### config.mk
export PLATFORM = sky130hd
export DESIGN_NAME = drgm_front
export DESIGN_NICKNAME = d
export VERILOG_FILES = /design/src/hdl/drgm_pkg.sv /design/src/hdl/drgm_front.sv
export SDC_FILE = /design/constraint.sdc
export NUM_CORES = 1
export LEC_CHECK = 0
export BUFFER_PORTS_ARGS = -buffer_cell sky130_fd_sc_hd__buf_2
export CAP_MARGIN = 15
export CORE_ASPECT_RATIO = 1.2
export CORE_MARGIN = 2
export CORE_UTILIZATION = 35
export CTS_BUF_LIST = sky130_fd_sc_hd__clkbuf_8
export DETAILED_ROUTE_END_ITERATION = 16
export GPL_TIMING_DRIVEN = 0
export RECOVER_POWER = 100
export SLEW_MARGIN = 20
export SYNTH_ARGS = -nofsm -noshare
export SYNTH_HDL_FRONTEND = slang
export SYNTH_SLANG_ARGS = --single-unit
### constraint.sdc
create_clock -name clk -period 4.4 [get_ports clk]
set_input_delay 0.22 -clock clk [delete_from_list [all_inputs] [get_ports clk]]
set_output_delay 0.22 -clock clk [all_outputs]
set_load 0.01 [all_outputs]
### src/hdl/drgm_pkg.sv
// ----------------------------------------------------------------------------
// drgm_pkg: shared types and constants for the range-gated 3x3 mean filter
// Pixel and accumulator widths, config register codes, reciprocal table.
// ----------------------------------------------------------------------------
package drgm_pkg;

  localparam int PIX_W   = 16;   // depth sample width
  localparam int SUM_W   = 20;   // nine samples summed
  localparam int CNT_W   = 4;    // 1..9 contributors
  localparam int ROW_W   = 10;   // row counters
  localparam int DIM_W   = 11;   // width / height registers
  localparam int LIM_W   = 16;   // closeness limit
  localparam int CFG_W   = 16;   // config write data
  localparam int MIN_DIM = 3;
  localparam int H_MAX   = 1024;
  localparam int Q_DEPTH = 4;    // front-to-back queue, power of two

  localparam int RCP_SH  = SUM_W;
  localparam int RCP_W   = RCP_SH + 1;

  localparam logic [DIM_W-1:0] RST_WIDTH  = 11'd640;
  localparam logic [DIM_W-1:0] RST_HEIGHT = 11'd480;
  localparam logic [LIM_W-1:0] RST_LIMIT  = 16'd100;

  typedef enum logic [1:0] {
    CFG_IMAGE_WIDTH,
    CFG_IMAGE_HEIGHT,
    CFG_CLOSENESS
  } cfg_idx_t;

  // line store address bits: two rows plus window plus queue slack
  function automatic int addr_w(int max_width);
    return $clog2(2 * max_width + 4 + 2 * Q_DEPTH);
  endfunction

  // floor(2^RCP_SH / c)
  function automatic logic [RCP_W-1:0] recip(logic [CNT_W-1:0] c);
    logic [RCP_W-1:0] r;
    case (c)
      4'd1:    r = 21'd1048576;
      4'd2:    r = 21'd524288;
      4'd3:    r = 21'd349525;
      4'd4:    r = 21'd262144;
      4'd5:    r = 21'd209715;
      4'd6:    r = 21'd174762;
      4'd7:    r = 21'd149796;
      4'd8:    r = 21'd131072;
      4'd9:    r = 21'd116508;
      default: r = '0;
    endcase
    return r;
  endfunction

endpackage

### src/hdl/drgm_front.sv
// ----------------------------------------------------------------------------
// drgm_front: input side of the filter
// Stores pixels into the line store, tracks input and output positions,
// and queues one emit descriptor (centre address, border, row/frame end)
// for every pixel that leaves the delay line.
// ----------------------------------------------------------------------------
module drgm_front import drgm_pkg::*; #(
  parameter  int MAX_WIDTH = 1024,
  localparam int AW        = addr_w(MAX_WIDTH),
  localparam int WW        = $clog2(MAX_WIDTH + 1)
) (
  input  logic             clk,
  input  logic             rst_n,
  input  logic             in_tvalid,
  output logic             in_tready,
  input  logic [PIX_W-1:0] in_depth,
  input  logic             in_flush,
  input  logic [WW-1:0]    width_eff,
  input  logic [DIM_W-1:0] height_eff,
  input  logic             q_full,
  output logic             q_push,
  output logic [AW+2:0]    q_data,
  output logic             wr_en,
  output logic [AW-1:0]    wr_addr,
  output logic [PIX_W-1:0] wr_data
);

  localparam int RING = 2 * MAX_WIDTH + 4;
  localparam int PW   = $clog2(RING);
  localparam int CW   = $clog2(MAX_WIDTH);

  typedef struct packed {
    logic [AW-1:0] centre;
    logic          interior;
    logic          line_end;
    logic          frame_end;
  } ent_t;

  logic [CW-1:0]    col_r, col_nxt;
  logic [ROW_W-1:0] row_r, row_nxt;
  logic [CW-1:0]    ocol_r, ocol_nxt;
  logic [ROW_W-1:0] orow_r, orow_nxt;
  logic [PW-1:0]    pend_r, pend_nxt;
  logic [AW-1:0]    wptr_r, wptr_nxt;

  logic          acc, drain, emit, border, line_end;
  logic [PW-1:0] pend_w, pend_e, w_plus2;
  logic [AW-1:0] wptr_e;
  logic [WW-1:0] colp1, ocolp1;
  logic [DIM_W-1:0] rowp1, orowp1;
  ent_t          ent;

  assign in_tready = !q_full;
  assign acc       = in_tvalid && !q_full;
  assign drain     = in_flush && col_r == '0 && row_r == '0;

  assign wr_en   = acc && !drain;
  assign wr_addr = wptr_r;
  assign wr_data = in_flush ? '0 : in_depth;

  assign w_plus2 = PW'(width_eff) + PW'(2);
  assign pend_w  = (pend_r < PW'(RING - 1)) ? pend_r + 1'b1 : pend_r;
  assign pend_e  = drain ? pend_r : pend_w;
  assign wptr_e  = drain ? wptr_r : wptr_r + 1'b1;
  assign emit    = acc && (drain ? pend_r != '0 : pend_w >= w_plus2);

  assign colp1  = WW'(col_r) + 1'b1;
  assign ocolp1 = WW'(ocol_r) + 1'b1;
  assign rowp1  = DIM_W'(row_r) + 1'b1;
  assign orowp1 = DIM_W'(orow_r) + 1'b1;

  assign line_end = WW'(ocol_r) == width_eff - 1'b1;
  assign border   = ocol_r == '0 || WW'(ocol_r) >= width_eff - 1'b1 ||
                    orow_r == '0 || DIM_W'(orow_r) >= height_eff - 1'b1 ||
                    pend_e < w_plus2;

  always_comb begin
    ent.centre    = wptr_e - AW'(pend_e);
    ent.interior  = !border;
    ent.line_end  = line_end;
    ent.frame_end = line_end && DIM_W'(orow_r) >= height_eff - 1'b1;
  end

  assign q_push = emit;
  assign q_data = ent;

  always_comb begin
    col_nxt  = col_r;
    row_nxt  = row_r;
    ocol_nxt = ocol_r;
    orow_nxt = orow_r;
    pend_nxt = pend_r;
    wptr_nxt = wptr_r;
    if (wr_en) begin
      wptr_nxt = wptr_e;
      pend_nxt = pend_w;
      if (colp1 >= width_eff) begin
        col_nxt = '0;
        row_nxt = (rowp1 >= height_eff) ? '0 : ROW_W'(rowp1);
      end else begin
        col_nxt = CW'(colp1);
      end
    end
    if (emit) begin
      pend_nxt = pend_e - 1'b1;
      if (ocolp1 >= width_eff) begin
        ocol_nxt = '0;
        orow_nxt = (orowp1 >= height_eff) ? '0 : ROW_W'(orowp1);
      end else begin
        ocol_nxt = CW'(ocolp1);
      end
    end
  end

  always_ff @(posedge clk) begin
    if (!rst_n) begin
      col_r  <= '0;
      row_r  <= '0;
      ocol_r <= '0;
      orow_r <= '0;
      pend_r <= '0;
      wptr_r <= '0;
    end else begin
      col_r  <= col_nxt;
      row_r  <= row_nxt;
      ocol_r <= ocol_nxt;
      orow_r <= orow_nxt;
      pend_r <= pend_nxt;
      wptr_r <= wptr_nxt;
    end
  end

endmodule

==> impl_summary.txt <==
----------------------------------------------------
[Outcome]
  Status ... completed

[Final layout]
  Layout cell share with drive strength beyond 1 ... 15.7%
  Layout net count ... 1227
  Area added between synthesis and finish ... 17.4%
  Diode count ... 0
  Final non-filler cell total ... 1345
  Final instance area ... 8720 sq um

[Clock tree]
  TritonCTS clock tree ... yes
  Clock-pin slew on the worst setup and hold paths ... 80 ps
  Maximum clock insertion buffer count ... 2
  Total CTS buffers ... 9
  Clock Sink Count ... 64
  Insertion delay of the later-clocked pin in the worst-skew pair ... 370 ps
  Root Buffer ... clkbuf_8
  Count of H-tree levels built during CTS ... 3

[Worst hold path]
  Sink of the worst hold path ... wr_addr[2]$_SDFFE_PN0P_
  Hold path startpoint ... q_full
  Kind of path behind the tightest hold check ... in2reg
  Worst hold path depth ... 5

[Die]
  Area of the core ... 20900 sq um
  Vertical extent of the die ... 164 microns
  Starting utilization of the core area ... 35.5%
  Placement Rows ... 58
  Ports ... 89
  Area of the die ... 22400 sq um
  Horiz. Die Dim ... 137 microns

[Power]
  Sw frac ... 37.3%
  NetSw ... 654 uW
  Combinational share of power ... 38.9%
  Leakage power ... 0.00400 uW
  Maximum VDD drop ... 0.141 mV
  Power, Total ... 1750 uW
  Internal Power ... 1100 uW
  Power share of the clock group ... 26.6%
  Sequential group share of total power ... 34.5%
  Power density of the placed cells ... 201 nW/um^2

[Critical path]
  Crit Reg-Reg Endpoint ... orow_r[2]$_SDFFE_PN0P_
  Sort of element at the end of the critical path ... output pin
  Setup slack of the most critical reg-to-reg path ... 570 ps
  Setup Crit Path Kind ... reg2out
  Crit path DAT ... 4070 ps
  Crit Reg-Reg Startpoint ... orow_r[0]$_SDFFE_PN0P_
  Startpoint class of the critical path ... flip-flop
  Reg2Reg Depth ... 12
  Largest fanout on the critical path ... 7
  CP Data Required Time ... 4180 ps

[Synthesis]
  Synthesized area divided by synthesized cell count ... 7.80 sq um
  Number of enable flip-flop cells after synthesis ... 0
  Cell type with the largest total area after synthesis ... ha_1
  Synth Net Count ... 1109
  Commonest cells in the synthesized netlist ... 113 x ha_1, 75 x xnor2_1, 73 x nand2_1
  Synthesized instance count ... 952
  Post-synthesis sequential area ratio ... 17.3%
  Yosys synthesis warning count ... 0
  Most repeated cell in the gate-level netlist after synthesis ... ha_1
  Register bit count reported by yosys ... 64
  Cell area after technology mapping ... 7420 sq um
  Fraction of registers with async set or reset after synthesis ... 0%
  Yosys cell types ... 74
  Top cell type's share of synthesized area ... 19.0%
  Top cells by area, synth ... ha_1 19%, dfxtp_1 17%, xnor2_1 8.9%, xor2_1 5.4%, nand3_1 4.5%
  Top FF cell, synth ... dfxtp_1

[Detailed routing]
  Detailed router's first-iteration violation count ... 354
  1st-pass router iterations ... 5
  Ratio of routed vias to standard cells ... 5.33
  Per-cell routed wire length ... 16.0 microns
  Post-route DRC ... 0
  Overall via count from detail_route ... 7170
  Total routed wirelength ... 21.5 mm
  Antenna-violating nets left ... 0

[Global route]
  Wire length of the first global-routing pass ... 33.9 mm
  Antenna violations before repair ... 0
  Busiest metal layer after global routing ... met2
  Met2 Use GR ... 32.8%
  Pin count of the biggest net entering global routing ... 11
  Global route overflow ... 0
  Fraction of met1 tracks used by global routing ... 23.7%
  Vias in the first global route ... 6713
  Overall routing resource usage ... 19.3%
  M3 GR Usage ... 2.36%

[Timing]
  Share of the cycle needed by the critical path after routing ... 97.5%
  Setup repair after global routing missed its margin ... true
  Hold Fails Final Rpt ... 0
  Worst slew margin ... 34.7%
  Max Freq ... 0.233 GHz
  Number of pins exceeding their max-slew limit in the final report ... 0
  Sum Neg Setup Slack ... 0 ps
  Shortest clock period the worst path allows after layout ... 4290 ps
  Number of setup violations in the final report ... 0
  Worst clock skew ... 10.1 ps
  Worst Max-Slew Pin Slew ... 973 ps

[Place]
  Placed Cells ... 1308
  Post-place instance area ... 8190 sq um
  RD Place Congestion ... 0.915
  Post-detailed-placement half-perimeter wirelength ... 16.8 mm
  Number of port buffers ... 86

[Flow run]
  Max-capacitance violation count ... 0

----------------------------------------------------
[per-stage QoR]
stage	hold slack [ps]	setup WS [ps]	utilization, %
after CTS	298	24.2	40.7
after global routing	359	-117	41.7
after detailed placement	491	-135	39.2
final	307	109	41.7
after global placement	481	-165	39.2
after floorplan	462	590	-
[repair_timing]
action,4_1_cts,5_1_grt
pin swaps,4,16
hold buffers,0,0
gates resized for setup,25,33
endpoints found under the setup margin,6,4
setup buffers,6,15
[area by class of cell]
type,count,area [sq um]
multi-input cells,792,5960
inverters,64,246
flip-flops and latches,64,1290
clock buffers,10,138
plain buffers,32,159
well taps,270,338
fillers,2201,12200
clock inverters,6,28.8
repair buffers,107,553
[worst max-delay path by stage]
| stage | cells after the start | end | from |
|---|---|---|---|
| after floorplan | 18 | q_data[13] | row_r[0]$_SDFFE_PN0P_ |
| after global placement | 14 | q_data[13] | row_r[3]$_SDFFE_PN0P_ |
| after detailed placement | 14 | q_data[13] | row_r[3]$_SDFFE_PN0P_ |
| after CTS | 16 | q_data[13] | row_r[0]$_SDFFE_PN0P_ |
| after global routing | 14 | q_data[13] | row_r[3]$_SDFFE_PN0P_ |
| final | 14 | q_data[13] | row_r[3]$_SDFFE_PN0P_ |
[power groups by stage]
stage                     sequential, uW  clock, uW  combinational, uW
final                                604        466                683
after detailed placement             616          0                626
after global routing                 606        503                756
after floorplan                      612          0                434
after CTS                            603        481                661
after global placement               616          0                622
[cell usage in the layout, fill, tap and decap left out, types with 4 or more instances in the layout]
master,count
a21o_1,11
and4_1,4
a21oi_1,54
and3_1,19
or3_1,12
dfxtp_1,58
o21ai_1,7
nor2b_1,32
xor2_1,44
nand3b_1,5
nand2_1,71
mux2i_1,4
a221oi_1,7
xor2_2,4
clkbuf_1,46
clkbuf_8,10
nand3_1,66
or2_2,5
ha_1,110
nand2b_1,8
o22ai_1,5
inv_1,61
buf_4,25
o21ai_0,33
nand4b_1,6
buf_2,64
and2_1,5
nand4_1,10
xnor2_1,71
a211oi_1,8
a21boi_0,7
nor4_1,6
nor3_1,24
o21a_1,14
a31oi_1,9
nor2_1,56
dfxtp_2,5
[sequential cells by signal (all words and copies together), names as in the netlist]
signal / flops
col_r: 10
ocol_r: 10
orow_r: 10
pend_r: 12
row_r: 10
wr_addr: 12
[per-layer routing]
layer  vias to the layer above  routed length (microns)  share of wire [%]
met3                        52                      977                4.5
met5                         -                        0                  0
li1                       3619                        -                  -
met1                      3294                     9350                 43
met2                       205                    10400                 48
met4                         0                      786                3.6
[kinds of logic after synthesis]
family	count (synthesis)	share of synthesized area [%]
XOR/XNOR	123	14.7
buffers and inverters	96	5.28
flip-flops	64	17.3
AO/OA/AOI/OAI	187	16.5
AND/OR/NAND/NOR	359	25.7
multiplexers	9	1.28
adder cells (fa/ha/maj)	114	19.3
[critical path, stage by stage, from the launching register on]
cell	delay (ps)
dfxtp_1	380
nor4_4	390
nand2_2	220
o21ai_2	230
xor2_2	300
ha_1	310
nor2b_1	140
o21ai_1	190
a21boi_1	110
o21ai_1	140
nand2b_1	90
a311o_1	380
and4b_1	180
or4_1	500
buf_2	150
(Power assumes the default switching activity.)
