## config.mk

```make
export PLATFORM = sky130hd
export DESIGN_NAME = drgm_queue
export DESIGN_NICKNAME = d
export VERILOG_FILES = /design/src/hdl/drgm_pkg.sv /design/src/hdl/drgm_queue.sv
export SDC_FILE = /design/constraint.sdc
export NUM_CORES = 1
export LEC_CHECK = 0
export ABC_AREA = 1
export BUFFER_PORTS_ARGS = -buffer_cell sky130_fd_sc_hd__buf_2
export CAP_MARGIN = 15
export CELL_PAD_IN_SITES_DETAIL_PLACEMENT = 1
export CELL_PAD_IN_SITES_GLOBAL_PLACEMENT = 2
export CORE_MARGIN = 2
export CORE_UTILIZATION = 35
export DETAILED_ROUTE_END_ITERATION = 7
export PLACE_DENSITY = 0.78
export SYNTH_ARGS = -nofsm -noshare
export SYNTH_HDL_FRONTEND = slang
export SYNTH_SLANG_ARGS = --single-unit
```

## constraint.sdc

```tcl
create_clock -name clk -period 1.6 [get_ports clk]
set_input_delay 0.24 -clock clk [delete_from_list [all_inputs] [get_ports clk]]
set_output_delay 0.24 -clock clk [all_outputs]
set_load 0.1 [all_outputs]
```

## src/hdl/drgm_pkg.sv

```systemverilog
// ----------------------------------------------------------------------------
// drgm_pkg: shared types and constants for the range-gated 3x3 mean filter
// Pixel and accumulator widths, config register codes, reciprocal table.
// ----------------------------------------------------------------------------
package drgm_pkg;

  localparam int PIX_W   = 16;   // depth sample width
  localparam int SUM_W   = 20;   // nine samples summed
  localparam int CNT_W   = 4;    // 1..9 contributors
  localparam int ROW_W   = 10;   // row counters
  localparam int DIM_W   = 11;   // width / height registers
  localparam int LIM_W   = 16;   // closeness limit
  localparam int CFG_W   = 16;   // config write data
  localparam int MIN_DIM = 3;
  localparam int H_MAX   = 1024;
  localparam int Q_DEPTH = 4;    // front-to-back queue, power of two

  localparam int RCP_SH  = SUM_W;
  localparam int RCP_W   = RCP_SH + 1;

  localparam logic [DIM_W-1:0] RST_WIDTH  = 11'd640;
  localparam logic [DIM_W-1:0] RST_HEIGHT = 11'd480;
  localparam logic [LIM_W-1:0] RST_LIMIT  = 16'd100;

  typedef enum logic [1:0] {
    CFG_IMAGE_WIDTH,
    CFG_IMAGE_HEIGHT,
    CFG_CLOSENESS
  } cfg_idx_t;

  // line store address bits: two rows plus window plus queue slack
  function automatic int addr_w(int max_width);
    return $clog2(2 * max_width + 4 + 2 * Q_DEPTH);
  endfunction

  // floor(2^RCP_SH / c)
  function automatic logic [RCP_W-1:0] recip(logic [CNT_W-1:0] c);
    logic [RCP_W-1:0] r;
    case (c)
      4'd1:    r = 21'd1048576;
      4'd2:    r = 21'd524288;
      4'd3:    r = 21'd349525;
      4'd4:    r = 21'd262144;
      4'd5:    r = 21'd209715;
      4'd6:    r = 21'd174762;
      4'd7:    r = 21'd149796;
      4'd8:    r = 21'd131072;
      4'd9:    r = 21'd116508;
      default: r = '0;
    endcase
    return r;
  endfunction

endpackage

```

## src/hdl/drgm_queue.sv

```systemverilog
// ----------------------------------------------------------------------------
// drgm_queue: small FIFO between front and back
// Holds emit descriptors so the input side keeps moving while the back works.
// ----------------------------------------------------------------------------
module drgm_queue import drgm_pkg::*; #(
  parameter int W = 16
) (
  input  logic         clk,
  input  logic         rst_n,
  input  logic         push,
  input  logic [W-1:0] push_data,
  input  logic         pop,
  output logic [W-1:0] pop_data,
  output logic         full,
  output logic         empty
);

  localparam int QA = $clog2(Q_DEPTH);
  localparam int QC = $clog2(Q_DEPTH + 1);

  logic [W-1:0]  slot_r [Q_DEPTH];
  logic [QA-1:0] wp_r, wp_nxt;
  logic [QA-1:0] rp_r, rp_nxt;
  logic [QC-1:0] cnt_r, cnt_nxt;
  logic          do_push, do_pop;

  assign full     = cnt_r == QC'(Q_DEPTH);
  assign empty    = cnt_r == '0;
  assign pop_data = slot_r[rp_r];
  assign do_push  = push && !full;
  assign do_pop   = pop && !empty;

  always_comb begin
    wp_nxt  = do_push ? wp_r + 1'b1 : wp_r;
    rp_nxt  = do_pop  ? rp_r + 1'b1 : rp_r;
    cnt_nxt = cnt_r;
    if (do_push && !do_pop) begin
      cnt_nxt = cnt_r + 1'b1;
    end else if (do_pop && !do_push) begin
      cnt_nxt = cnt_r - 1'b1;
    end
  end

  always_ff @(posedge clk) begin
    if (!rst_n) begin
      wp_r  <= '0;
      rp_r  <= '0;
      cnt_r <= '0;
    end else begin
      wp_r  <= wp_nxt;
      rp_r  <= rp_nxt;
      cnt_r <= cnt_nxt;
    end
    if (do_push) begin
      slot_r[wp_r] <= push_data;
    end
  end

endmodule

```

==> results by group, run 1 <==
Global route
  – Maximum number of pins on one net before global-route repair: 17
  – Global route overflow: 0
  – Vias in the first global route: 2080
  – Total Routing Usage GR: 16.5%
  – Wire length of the first global-routing pass: 10800 microns
  – Initial antenna violation count: 1

Yosys
  – Avg Inst Size Synth: between 10 and 15 sq um
  – Syn_nets: 250
  – Number of different library cells in the post-synthesis netlist: 18
  – Flop and latch count out of synthesis: between 70 and 80
  – YS warnings: 0
  – Portion of the post-synthesis area used by sequential elements: ~74%
  – Post-Syn Instances: 224
  – Synth Cell Area: 2850 sq um

Setup path
  – Worst stage delay on the critical path: 0.42 ns
  – Endpoint kind of the worst setup timing path: output port
  – Critical Path Start Type: flop
  – Peak fanout along the critical path: 10
  – Critical path required time: 1.36 ns
  – Worst EP arrival: 1.47 ns
  – Kind of cell adding the most delay to the critical path: buffers and inverters
  – Critical Path, Cell by Cell: clkinv_8 > buf_12 > o21ai_2 > o22ai_4 > buf_12
  – Count of buffer and inverter cells on the critical path: 3
  – Category of the critical setup timing path: flop to output port
  – Most used cell, CP: buf_12
  – CP max-delay cell: dfxtp_4

Drt
  – Number of remaining DRC errors: 0
  – Pre-Repair DR Iteration Count: 4
  – Final ANT Viol Nets: 0
  – Total wire length after detailed routing: 6920 microns
  – Overall via count from detail_route: 1933
  – Via density: approximately 4.8
  – Routed wirelength normalized by instance count: 17.3 microns
  – Starting DRC count in detailed routing: 84

Clock network
  – Number of hold buffers added after cts: 0
  – CTS root buf: clkbuf_8
  – Sinks on the clock net: 73
  – Clock buffer count from CTS: 9
  – Buffer levels on the longest clock path: 2
  – CTS clock-pin slew for the worst setup and hold paths: 0.08 ns
  – Worst-skew pair later-pin latency: 0.35 ns
  – H-Tree Depth: 3
  – Clock tree from TritonCTS: yes

Final layout
  – Most frequent standard cell in the layout excluding fill and tap cells: edfxtp_1
  – Final nets: 319
  – Layout Area Growth over Synthesis: 52.8%
  – Post-Layout Inst Area: 4350 sq um
  – Diodes inserted: 0
  – Highest-count cells in the layout ignoring fill and taps: 64 x edfxtp_1, 30 x nor2_1, 23 x buf_12, 20 x buf_4, 19 x buf_2
  – Final Non-Filler Cells: 399
  – # fillers: 773
  – Layout cell share with drive strength beyond 1: 49.2%

Power
  – Overall Power: around 9 mW
  – Cell area power density: between 2000 and 2500 nW/um^2
  – P_leak: 1.58 nW
  – Worst supply voltage drop on vdd: 0.000964 V

Floorplan
  – Number of rows in the core area: 32
  – Top-level I/O count: 38
  – Initial core utilization: 36.5%
  – Total core area: a little under 8000 sq um
  – Die X-Extent: 94.2 microns
  – Height of the die: 94.2 microns
  – DIE AREA: 8870 sq um

Timing
  – Final worst path period share: 107%
  – Worst Hold Margin: 0.105 ns
  – Setup repair after global routing missed its margin: yes
  – Final slew viol count: 0
  – Max Fclk: 584 MHz
  – Slew @ Worst Pin: 0.293 ns
  – Worst slew slack as a fraction of its limit: about four fifths
  – Time the final worst path needs with I/O delays and setup: 1.71 ns
  – Hold violation total from the final report: 0
  – Clock skew after layout: 0.0110 ns
  – Final setup slack of the worst path: -0.111 ns
  – Total negative setup slack: -1.44 ns
  – Total setup violations reported at the end of the flow: 16

Worst hold path
  – Class of the most critical hold timing path: input pin to flop

Place
  – Area post-placement: 3840 sq um
  – Routability Congestion: around 0.74
  – Number of placed instances with taps included: 379
  – Half-perimeter wire length after detailed placement: approximately 4400 microns
  – Port buffer count: 37

Status
  – Violations in the final reports: negative setup slack
  – Outcome: complete, but fails checks

Flow run
  – Max-cap violations: 0
logic make-up after synthesis:
group,count (synthesis),synth area share (%)
buf+inv,26,3.95
simple gates,66,9.18
fa+ha+maj,6,2.90
flops,73,73.8
xor+xnor,1,0.308
compound gates,52,9.84
layer usage:
| layer | vias to the layer above | part of all wire [%] | track usage (%) |
|---|---|---|---|
| met4 | 0 | 0.95 | 6.76 |
| met5 | - | 0 | 0 |
| met2 | 33 | 53 | 26.9 |
| met3 | 4 | 3.8 | 5.38 |
| met1 | 960 | 42 | 20.3 |
| li1 | 936 | - | - |
worst paths after layout:
| path | start | end | slack (ns) | cells after the start |
|---|---|---|---|---|
| worst max register to register | cnt_r[0] | cnt_r[1] | 0.01 | 9 |
| worst min-delay path | push_data[10] | slot_r[0][10] | 0.11 | 1 |
| worst min register to register | rp_r[1] | flop | 0.52 | 2 |
| worst max-delay path | flop | pop_data[13] | -0.11 | 5 |
worst register-to-register path, delay by kind of cell, from the launching register on:
family,cells,cell delay (ns)
flip-flops,1,0.34
AND/OR/NAND/NOR,4,0.33
adder cells (fa/ha/maj),2,0.59
AO/OA/AOI/OAI,1,0.12
buffers and inverters,2,0.11
cell type report:
type,count,area [sq um],share of cell area (%)
sequential,73,2110,48.5
clock inverter,5,80.1,1.84
inverter,18,87.6,2.01
tap,102,128,2.93
multi-input combinational,125,1040,24.0
timing repair buffer,66,771,17.7
clock buffer,10,128,2.93
power breakdown:
| part | switching [mW] | total [mW] | internal [mW] | leakage, nW |
|---|---|---|---|---|
| sequential | 0.149 | 2.48 | 2.34 | 0.663 |
| combinational | 3.01 | 4.83 | 1.82 | 0.819 |
| clock | 0.687 | 1.56 | 0.871 | 0.100 |
| total | 3.84 | 8.87 | 5.03 | 1.58 |
through the flow:
stage | setup WS [ns] | utilization (%)
6_report | -0.111 | 55.7
5_1_grt | -0.196 | 55.7
3_3_place_gp | 0.0209 | 49.2
3_5_place_dp | -0.0630 | 49.2
2_1_floorplan | -0.132 | -
4_1_cts | -0.115 | 53.9
timing repair:
item / in CTS / in global routing
gates cloned: 1 / 0
resized for setup: 37 / 36
pin swaps: 6 / 2
endpoints found under the setup margin: 19 / 20
buffers inserted: 3 / 1
registers in the layout (all words and copies together) (netlist names), named ones only:
signal	flops
slot_r	64
cnt_r	3
wp_r	2
rp_r	2
cells in the mapped netlist:
library cell / number / area share [%]
edfxtp_1: 64 / 67
buf_2: 6 / 1.1
a21oi_1: 3 / 0.53
inv_1: 15 / 2.0
o21ai_0: 5 / 0.88
inv_2: 3 / 0.40
fa_1: 1 / 0.70
nand2_2: 2 / 0.44
nand2_1: 13 / 1.7
xor2_1: 1 / 0.31
ha_1: 5 / 2.2
o21ai_1: 28 / 4.9
nand3b_1: 1 / 0.26
nor2_1: 46 / 6.1
buf_4: 2 / 0.53
o22ai_1: 16 / 3.5
nand3_1: 4 / 0.70
dfxtp_1: 9 / 6.3
(Power assumes the default switching activity.)
==> inputs of run 2 (changes only) <==
Settings changed: SKIP_CTS_REPAIR_TIMING set to 1.
==> results by group, run 2 (synthesized netlist as in run 1, its figures left out) <==
Status
  – Outcome: complete, but fails checks
  – Violations in the final reports: negative setup slack

Final layout
  – Final nets: 316 (-0.94%)
  – Layout cell share with drive strength beyond 1: 44.9% (-4.3 points)
  – Largest register FFs: 64 (unchanged)
  – Layout Area Growth over Synthesis: 48.1%
  – Largest registers: slot_r: 64 flops, cnt_r: 3 flops
  – Highest-count cells in the layout ignoring fill and taps: 64 x edfxtp_1, 34 x nor2_1, 24 x buf_12, 22 x o21ai_1, 19 x buf_2
  – Most frequent standard cell in the layout excluding fill and tap cells: edfxtp_1
  – Post-Layout Inst Area: 4220 sq um (-3.1%)
  – Most flops, register: slot_r

Place
  – Worst Setup Slack post-DPL: -0.0630 ns (unchanged)
  – Routability Congestion: 0.736 (unchanged)
  – Port buffer count: 37 (unchanged)
  – Area post-placement: 3840 sq um (unchanged)
  – Half-perimeter wire length after detailed placement: 4430 microns (unchanged)

Timing
  – Final setup slack of the worst path: -0.109 ns (+0.00163 ns)
  – Slew @ Worst Pin: 0.369 ns (+0.0764 ns)
  – Clock skew after layout: 0.00837 ns (-0.00267 ns)
  – Hold violation total from the final report: 0 (unchanged)
  – Setup repair after global routing missed its margin: yes
  – Time the final worst path needs with I/O delays and setup: 1.71 ns (-0.00162 ns)
  – Final worst path period share: 107% (about the same)
  – Final slew viol count: 0 (unchanged)
  – Max Fclk: 585 MHz (about the same)
  – Worst slew slack as a fraction of its limit: 75.1% (-5.3 points)
  – Total setup violations reported at the end of the flow: 16 (unchanged)

Setup path
  – Worst EP arrival: 1.47 ns (about the same)
  – Category of the critical setup timing path: flop to output port
  – Critical path required time: 1.36 ns (about the same)
  – Peak fanout along the critical path: 10 (unchanged)
  – Critical Path Start Type: flop
  – Endpoint kind of the worst setup timing path: output port

Clock network
  – Worst-skew pair later-pin latency: 0.35 ns (about the same)
  – H-Tree Depth: 3 (unchanged)
  – Sinks on the clock net: 73 (unchanged)
  – Buffer levels on the longest clock path: 2 (unchanged)
  – CTS root buf: clkbuf_8
  – Clock buffer count from CTS: 9 (unchanged)
  – Clock tree from TritonCTS: yes
  – CTS clock-pin slew for the worst setup and hold paths: 0.07 ns (about the same)

Drt
  – Starting DRC count in detailed routing: 65 (-23%)
  – Overall via count from detail_route: 1908 (-1.3%)
  – Via density: 4.81 (-0.80%)
  – Routed wirelength normalized by instance count: 16.2 microns (-6.7%)
  – Pre-Repair DR Iteration Count: 4 (unchanged)
  – Total wire length after detailed routing: 6420 microns (-7.2%)
  – Number of remaining DRC errors: 0 (unchanged)
  – Final ANT Viol Nets: 0 (unchanged)

Floorplan
  – Die X-Extent: 94.2 microns (unchanged)
  – DIE AREA: 8870 sq um (unchanged)
  – Total core area: 7810 sq um (unchanged)
  – Top-level I/O count: 38 (unchanged)
  – Height of the die: 94.2 microns (unchanged)
  – Number of rows in the core area: 32 (unchanged)
  – Initial core utilization: 36.5% (unchanged)

Global route
  – Initial antenna violation count: 1 (unchanged)
  – Global route overflow: 0 (unchanged)
  – Vias in the first global route: 2054 (-1.3%)
  – Wire length of the first global-routing pass: 10600 microns (-1.7%)
  – Total Routing Usage GR: 16.3% (-0.25 points)
  – Maximum number of pins on one net before global-route repair: 17 (unchanged)

Worst hold path
  – Class of the most critical hold timing path: input pin to flop

Power
  – P_leak: 1.54 nW (-2.4%)
  – Worst supply voltage drop on vdd: 0.000989 V (+2.6%)
  – Cell area power density: 2050 nW/um^2 (+0.66%)

Flow run
  – Max-cap violations: 0 (unchanged)
[run 2: cell types whose count changed in the layout (fill, tap and decap cells not counted), sizes merged]
cell | before | now
clkinv | 2 | 1
diode | 0 | 1
buf | 66 | 63
inv | 18 | 19
[run 2: area by class of cell]
| class | instances | area [sq um] |
|---|---|---|
| antenna | 1 | 2.50 |
| fill | 786 | 3590 |
| clock buffer | 10 | 128 |
| multi-input combinational | 125 | 953 |
| inverter | 18 | 80.1 |
| timing repair buffer | 63 | 733 |
| sequential | 73 | 2110 |
| clock inverter | 5 | 80.1 |
| tap | 102 | 128 |
[run 2: worst paths after layout]
kind	cells past startpoint	to	slack [ns]	from
worst max register to register	9	cnt_r[1]	0.01	cnt_r[1]
worst min register to register	2	flop	0.52	rp_r[1]
worst max-delay path	4	pop_data[10]	-0.11	flop
worst min-delay path	1	slot_r[1][8]	0.11	push_data[8]
[run 2: where the power goes]
part | switching (mW) | internal, mW
Clock | 0.669 | 0.870
Sequential | 0.131 | 2.33
Combinational | 2.92 | 1.73
Total | 3.72 | 4.93
[run 2: metal layers]
metal	up-vias	track usage (%)	routed length (microns)	share of wire, %
li1	931	-	-	-
met1	939	20.1	2780	43
met2	32	26.4	3300	51
met3	6	5.38	253	3.9
met4	0	6.52	83	1.3
met5	-	0	0	0
[run 2: stage by stage]
step	hold WS, ns	utilization (%)	TNS [ns]	std cells	power, mW
after global routing	0.0864	54.0	-2.34	396	9.03
after floorplan	0.339	-	-4.25	224	5.33
after global placement	0.458	49.2	0	379	6.86
after detailed placement	0.461	49.2	-0.0754	379	6.91
final	0.106	54.0	-1.08	397	8.65
after CTS	0.0880	51.9	-3.87	394	8.47
[run 2: worst max-delay path: stages, from the launching register on]
cell	delay [ns]
dfxtp_4	0.42
buf_6	0.16
o21ai_1	0.13
o22ai_4	0.22
buf_12	0.20
